## config.mk

```make
export PLATFORM = sky130hd
export DESIGN_NAME = utf8_to_utf16_transcoder
export DESIGN_NICKNAME = d
export VERILOG_FILES = /design/src/hdl/u8u16_pkg.sv /design/src/hdl/utf8_to_utf16_transcoder.sv
export SDC_FILE = /design/constraint.sdc
export NUM_CORES = 1
export LEC_CHECK = 0
export BUFFER_PORTS_ARGS = -buffer_cell sky130_fd_sc_hd__clkbuf_2
export CORE_UTILIZATION = 50
export CTS_CLUSTER_SIZE = 12
export DETAILED_ROUTE_END_ITERATION = 7
export GPL_TIMING_DRIVEN = 0
export PLACE_DENSITY = 0.69
export SLEW_MARGIN = 20
export SYNTH_ARGS = -nofsm -noshare
export SYNTH_HDL_FRONTEND = slang
export SYNTH_SLANG_ARGS = --single-unit
```

## constraint.sdc

```tcl
create_clock -name clk -period 10.55 [get_ports clk]
set_input_delay 1.055 -clock clk [delete_from_list [all_inputs] [get_ports clk]]
set_output_delay 1.055 -clock clk [all_outputs]
set_load 0.02 [all_outputs]
```

## src/hdl/u8u16_pkg.sv

```systemverilog
package u8u16_pkg;

    // Input request: one byte of the UTF-8 string
    typedef struct packed {
        logic [7:0] in_byte;
        logic       last_byte;
    } in_item_t;

    // Output request: one UTF-16 code unit
    typedef struct packed {
        logic [15:0] code_unit;
        logic        is_replacement;
        logic        last_unit;
        logic        end_of_string;
    } out_item_t;

    localparam logic [15:0] REPL_UNIT    = 16'hFFFD;
    localparam logic [5:0]  HI_SURR_TAG  = 6'b110110;   // 0xD800 >> 10
    localparam logic [5:0]  LO_SURR_TAG  = 6'b110111;   // 0xDC00 >> 10
    localparam logic [20:0] SURR_FIRST   = 21'h00D800;
    localparam logic [20:0] SURR_LAST    = 21'h00DFFF;
    localparam logic [20:0] MIN_TWO      = 21'h000080;
    localparam logic [20:0] MIN_THREE    = 21'h000800;
    localparam logic [20:0] MIN_FOUR     = 21'h010000;
    localparam logic [20:0] MAX_CP       = 21'h10FFFF;

    // Most units one input byte can produce
    localparam int unsigned MAX_UNITS = 4;

endpackage

```

## src/hdl/utf8_to_utf16_transcoder.sv

```systemverilog
// UTF-8 to UTF-16 transcoder. Bytes enter one per request with last_byte marking the end
// of a string; UTF-16 units leave one per request, with last_unit on the final unit a
// byte caused and end_of_string on the final unit of the string. Invalid leads, broken,
// overlong, surrogate and out-of-range sequences and strings that end mid-sequence give one
// U+FFFD (is_replacement = 1) per offending byte. A byte is taken into an input register,
// decoded into a list of up to four units held in the result registers, and the list
// drains through the output port one unit per cycle while out_ready is high. Throughput
// is one byte per cycle while each byte yields at most one unit and the output does not
// stall; a byte that yields several units holds back the following byte until its last
// unit is taken. Bytes that only extend an open sequence produce no unit.
module utf8_to_utf16_transcoder (
    input  logic                  clk,
    input  logic                  rst_n,
    input  logic                  in_valid,
    output logic                  in_ready,
    input  u8u16_pkg::in_item_t   in_data,
    output logic                  out_valid,
    input  logic                  out_ready,
    output u8u16_pkg::out_item_t  out_data
);

    typedef enum logic [2:0] {
        LEAD_ASCII,
        LEAD_TWO,
        LEAD_THREE,
        LEAD_FOUR,
        LEAD_BAD
    } lead_t;

    // Input register
    logic                 in_v_reg;
    u8u16_pkg::in_item_t  in_data_reg;

    // Decoder state
    logic [20:0] pv_reg, pv_next;
    logic [2:0]  el_reg, el_next;
    logic [2:0]  bh_reg, bh_next;

    // Result list
    logic [15:0] unit_reg [u8u16_pkg::MAX_UNITS];
    logic [15:0] unit_next [u8u16_pkg::MAX_UNITS];
    logic [3:0]  rep_reg, rep_next;
    logic [2:0]  cnt_reg, cnt_next;
    logic [1:0]  idx_reg;
    logic        eos_reg;

    // Decode signals
    logic [7:0]  b;
    logic        last;
    logic        cont;
    lead_t       lead_cls;
    logic [20:0] pv_acc;
    logic [2:0]  bh_acc;
    logic        cp_ok;
    logic [19:0] pair_v;
    logic [2:0]  fl;
    logic [1:0]  tail_n;
    logic [15:0] t0, t1;
    logic        t0_rep;

    logic out_last;
    logic out_fire;
    logic list_done;
    logic decode_go;

    // Handshake
    assign out_valid = (cnt_reg != 3'd0);
    assign out_last  = ({1'b0, idx_reg} == (cnt_reg - 3'd1));
    assign out_fire  = out_valid && out_ready;
    assign list_done = !out_valid || (out_fire && out_last);
    assign decode_go = in_v_reg && list_done;
    assign in_ready  = !in_v_reg || decode_go;

    assign out_data.code_unit      = unit_reg[idx_reg];
    assign out_data.is_replacement = rep_reg[idx_reg];
    assign out_data.last_unit      = out_last;
    assign out_data.end_of_string  = out_last && eos_reg;

    // Byte decode and sequence check
    always_comb
    begin
        b      = in_data_reg.in_byte;
        last   = in_data_reg.last_byte;
        cont   = (b[7:6] == 2'b10);
        pv_acc = {pv_reg[14:0], b[5:0]};
        bh_acc = bh_reg + 3'd1;
        pair_v = 20'(pv_acc - u8u16_pkg::MIN_FOUR);

        unique case (b) inside
            [8'h00:8'h7F]: lead_cls = LEAD_ASCII;
            [8'hC0:8'hDF]: lead_cls = LEAD_TWO;
            [8'hE0:8'hEF]: lead_cls = LEAD_THREE;
            [8'hF0:8'hF7]: lead_cls = LEAD_FOUR;
            default:       lead_cls = LEAD_BAD;
        endcase

        unique case (el_reg)
            3'd2:    cp_ok = (pv_acc >= u8u16_pkg::MIN_TWO);
            3'd3:    cp_ok = (pv_acc >= u8u16_pkg::MIN_THREE)
                             && !((pv_acc >= u8u16_pkg::SURR_FIRST)
                                  && (pv_acc <= u8u16_pkg::SURR_LAST));
            default: cp_ok = (pv_acc >= u8u16_pkg::MIN_FOUR)
                             && (pv_acc <= u8u16_pkg::MAX_CP);
        endcase

        fl      = 3'd0;
        tail_n  = 2'd0;
        t0      = {8'h00, b};
        t1      = {u8u16_pkg::LO_SURR_TAG, pair_v[9:0]};
        t0_rep  = 1'b0;
        pv_next = pv_reg;
        el_next = el_reg;
        bh_next = bh_reg;

        if ((el_reg != 3'd0) && cont)
        begin
            // continuation of an open sequence
            pv_next = pv_acc;
            bh_next = bh_acc;
            if (bh_acc >= el_reg)
            begin
                pv_next = 21'd0;
                el_next = 3'd0;
                bh_next = 3'd0;
                if (!cp_ok)
                begin
                    fl = bh_acc;
                end
                else if (pv_acc[20:16] == 5'd0)
                begin
                    tail_n = 2'd1;
                    t0     = pv_acc[15:0];
                end
                else
                begin
                    tail_n = 2'd2;
                    t0     = {u8u16_pkg::HI_SURR_TAG, pair_v[19:10]};
                end
            end
        end
        else
        begin
            // broken sequence: flush held bytes, then treat byte as a lead
            if (el_reg != 3'd0)
            begin
                fl = bh_reg;
            end
            pv_next = 21'd0;
            el_next = 3'd0;
            bh_next = 3'd0;
            unique case (lead_cls)
                LEAD_ASCII:
                begin
                    tail_n = 2'd1;
                end
                LEAD_TWO:
                begin
                    pv_next = {16'd0, b[4:0]};
                    el_next = 3'd2;
                    bh_next = 3'd1;
                end
                LEAD_THREE:
                begin
                    pv_next = {17'd0, b[3:0]};
                    el_next = 3'd3;
                    bh_next = 3'd1;
                end
                LEAD_FOUR:
                begin
                    pv_next = {18'd0, b[2:0]};
                    el_next = 3'd4;
                    bh_next = 3'd1;
                end
                default:
                begin
                    tail_n = 2'd1;
                    t0     = u8u16_pkg::REPL_UNIT;
                    t0_rep = 1'b1;
                end
            endcase
        end

        // end of string: flush whatever is still open
        if (last)
        begin
            if (el_next != 3'd0)
            begin
                fl = fl + bh_next;
            end
            pv_next = 21'd0;
            el_next = 3'd0;
            bh_next = 3'd0;
        end

        cnt_next = fl + {1'b0, tail_n};

        // replacements first, then the tail units
        for (int k = 0; k < u8u16_pkg::MAX_UNITS; k++)
        begin
            if (3'(k) < fl)
            begin
                unit_next[k] = u8u16_pkg::REPL_UNIT;
                rep_next[k]  = 1'b1;
            end
            else if (3'(k) == fl)
            begin
                unit_next[k] = t0;
                rep_next[k]  = t0_rep;
            end
            else
            begin
                unit_next[k] = t1;
                rep_next[k]  = 1'b0;
            end
        end
    end

    // Control registers
    always_ff @(posedge clk or negedge rst_n)
    begin
        if (!rst_n)
        begin
            in_v_reg <= 1'b0;
            pv_reg   <= 21'd0;
            el_reg   <= 3'd0;
            bh_reg   <= 3'd0;
            cnt_reg  <= 3'd0;
            idx_reg  <= 2'd0;
        end
        else
        begin
            if (in_ready)
            begin
                in_v_reg <= in_valid;
            end
            if (decode_go)
            begin
                pv_reg  <= pv_next;
                el_reg  <= el_next;
                bh_reg  <= bh_next;
                cnt_reg <= cnt_next;
                idx_reg <= 2'd0;
            end
            else if (out_fire)
            begin
                if (out_last)
                begin
                    cnt_reg <= 3'd0;
                    idx_reg <= 2'd0;
                end
                else
                begin
                    idx_reg <= idx_reg + 2'd1;
                end
            end
        end
    end

    // Payload registers
    always_ff @(posedge clk)
    begin
        if (in_valid && in_ready)
        begin
            in_data_reg <= in_data;
        end
        if (decode_go)
        begin
            unit_reg <= unit_next;
            rep_reg  <= rep_next;
            eos_reg  <= last;
        end
    end

endmodule

```

==> flow_metrics.tcl <==
set metrics [dict create \
    cts-hold-fix-buffers 0 \
    worst_pin_slew_ns 1.00 \
    yosysUniqueCellTypes 74 \
    grt_pass1_wl_um 19800 \
    maxCapViolations 0 \
    ys_async_sr_fraction 0.257 \
    final_nets 512 \
    syn2layout_area_growth_pct 10.1 \
    endpoint "cnt_reg[2]" \
    cp_slowest_cell "o41a_1" \
    post_drt_wl_per_cell_um 19.6 \
    max-vdd-ir-drop_mv 0.179 \
    startpoint_type "flip-flop" \
    vias 3860 \
    clockRootBuffer "clkbuf_8" \
    yosys.area.top_type "edfxtp_1" \
    status "finished clean" \
    maxSlewViolCount 0 \
    drive_above_1_share 0.199 \
    ys_top_cells_by_area "edfxtp_1 43%, dfrtp_1 12%, mux4_2 7.0%" \
    postRouteWirelength_um 12300 \
    firstDrtPassIters 5 \
    p_leak_uw 0.00226 \
    power-per-cell-area_nw_per_um2 274 \
    timing.hold.ws_ns 0.534 \
    yosysMostFrequentCell "edfxtp_1" \
    synth_top_area_frac 0.429 \
    via_per_inst 6.14 \
    post-route-util 0.575 \
    finalCriticalPeriod_ns 5.26 \
    top_level_ports 34 \
    grt_antenna_before_repair 0 \
    crit_path_cell_trace "ha_1 -> xnor2_1 -> inv_1 -> ha_1 -> nand2_1 -> o21ai_1 -> nand2_1 -> o41a_1 -> inv_1 -> ha_1 -> fa_1 -> nor2_1 -> o21bai_1 -> buf_2 -> inv_1 -> fa_1 -> xor2_1 -> o21ai_0" \
    fp.dieW_um 107 \
    rows 37 \
    cts_tree "done" \
    insertion_delay_ns 0.38 \
    hold_path_class "reg2reg" \
    cts_setup_buffers 0 \
    grt_pass1_vias 3736 \
    crit_fanout 10 \
    final_antenna_net_count 0 \
    htreeDepth 3 \
    cts_buffers 9 \
    core_area_um2 10500 \
    grt_overflow_total 0 \
    grt_max_degree 79 \
    n_antenna_cell 0 \
    r2r_start "bh_reg[0]" \
    postSynthCellCount 444 \
    reg2reg_to "cnt_reg[2]" \
    clk_pin_slew_worst_paths_ns 0.11 \
    finalSetupTns_ns 0 \
    cpPeakStageDelay_ns 0.47 \
    die-area_um2 11300 \
    fill_cells 892 \
    ys_ff_latch 105 \
    crit_start "bh_reg[0]" \
    drc 0 \
    synth_area_um2 5460 \
    die_h_um 107 \
    grtUsageTotal 0.232 \
    synth-edff-count 78 \
    yosys-top-cells-count "78 x edfxtp_1, 47 x nand2_1, 27 x dfrtp_1" \
    hold_start "cnt_reg[1]" \
    crit_required_ns 10.79 \
    synth_flop_cell "edfxtp_1" \
    ys_seq_area_frac 0.553 \
    hold_violations 0 \
    r2r_cells 18 \
    cp-end-kind "flip-flop" \
    fmaxAchievable_mhz 190 \
    slew_headroom 0.322 \
    clkSinkCount 105 \
    post-route-period-util 0.499 \
    drt-initial-drc-count 299 \
    start_util 0.522 \
    reg2reg_slack_ns 5.29 \
    cts_resized 0 \
    largest_register_ffs 64 \
    arrival_ns 5.51 \
    rsz0062_at_grt "no" \
    gp_congestion 0.901 \
    path_class "reg2reg" \
    skew_ns 0.0106 \
    port_buffers 33 \
    yosys_warnings 0 \
    postSynthNetCount 468 \
    clockBufferDepth 2 \
    synth_area_per_cell_um2 12.3 \
    setup_viol 0 \
    dp_hpwl_um 8790 \
]
-- logic make-up (layout without fill, tap and decap cells) --
group,Yosys count,count (layout),share of synthesized area
AO/OA/AOI/OAI,111,111,0.160
XOR/XNOR,8,8,0.0163
adder cells (fa/ha/maj),11,11,0.0280
buffers and inverters,42,91,0.0332
flip-flops,105,105,0.553
multiplexers,19,19,0.0740
AND/OR/NAND/NOR,148,148,0.136
-- worst max-delay path: cells and delay by family (launching register included) --
family | cells | cell delay [ns]
buf+inv | 4 | 0.73
fa+ha+maj | 5 | 1.66
compound gates | 4 | 1.22
simple gates | 3 | 0.46
xor+xnor | 2 | 0.59
flops | 1 | 0.46
-- routing by layer --
metal	wire length (um)	track usage	up-vias
met3	715	0.0319	22
met5	0	0	-
met2	5890	0.378	142
li1	-	-	1789
met1	5500	0.320	1907
met4	234	0.0832	0
-- cell type report --
type / count / area, um2 / area share
Inverter: 20 / 80.1 / 0.0133
Clock buffer: 10 / 128 / 0.0212
Tap cell: 136 / 170 / 0.0283
Sequential cell: 105 / 3020 / 0.502
Multi-Input combinational cell: 297 / 2260 / 0.376
Buffer: 22 / 106 / 0.0177
Timing Repair Buffer: 33 / 165 / 0.0275
Clock inverter: 6 / 86.3 / 0.0144
-- worst min path at each step --
stage	depth (start not counted)	to
floorplan	0	eos_reg
global placement	1	cnt_reg[1]
detailed placement	1	cnt_reg[1]
CTS	2	cnt_reg[2]
global route	1	cnt_reg[1]
finish	1	cnt_reg[1]
-- report_power, final --
group	switching (uW)	leakage, uW	internal [uW]
Combinational	430	0.00107	242
Sequential	65.1	0.00108	647
Clock	151	0.000108	117
-- placed cells by master (no fill, tap or decap), types with 4 or more instances in the layout --
master	count
a21oi_1	13
a22o_1	15
and2_1	8
buf_1	5
buf_2	4
clkbuf_1	10
clkbuf_2	33
clkbuf_8	9
dfrtp_1	27
edfxtp_1	78
ha_1	9
inv_1	19
mux4_2	17
nand2_1	47
nand2b_1	6
nand3_1	13
nand4_1	9
nor2_1	26
nor2b_1	6
nor3_1	5
nor4_1	5
o211ai_1	7
o21a_1	4
o21ai_0	23
o22ai_1	4
or2_2	8
xnor2_1	4
-- metrics by stage --
step	area (um2)	worst slack, ns	std cells	power [uW]
2_1_floorplan	5460	6.12	444	1190
3_3_place_gp	5800	5.42	613	1380
5_1_grt	6020	4.93	629	1750
3_5_place_dp	5800	5.36	613	1390
4_1_cts	6020	5.31	629	1660
6_report	6020	5.29	629	1650
Note: power is estimated with default switching activity, not from simulation.
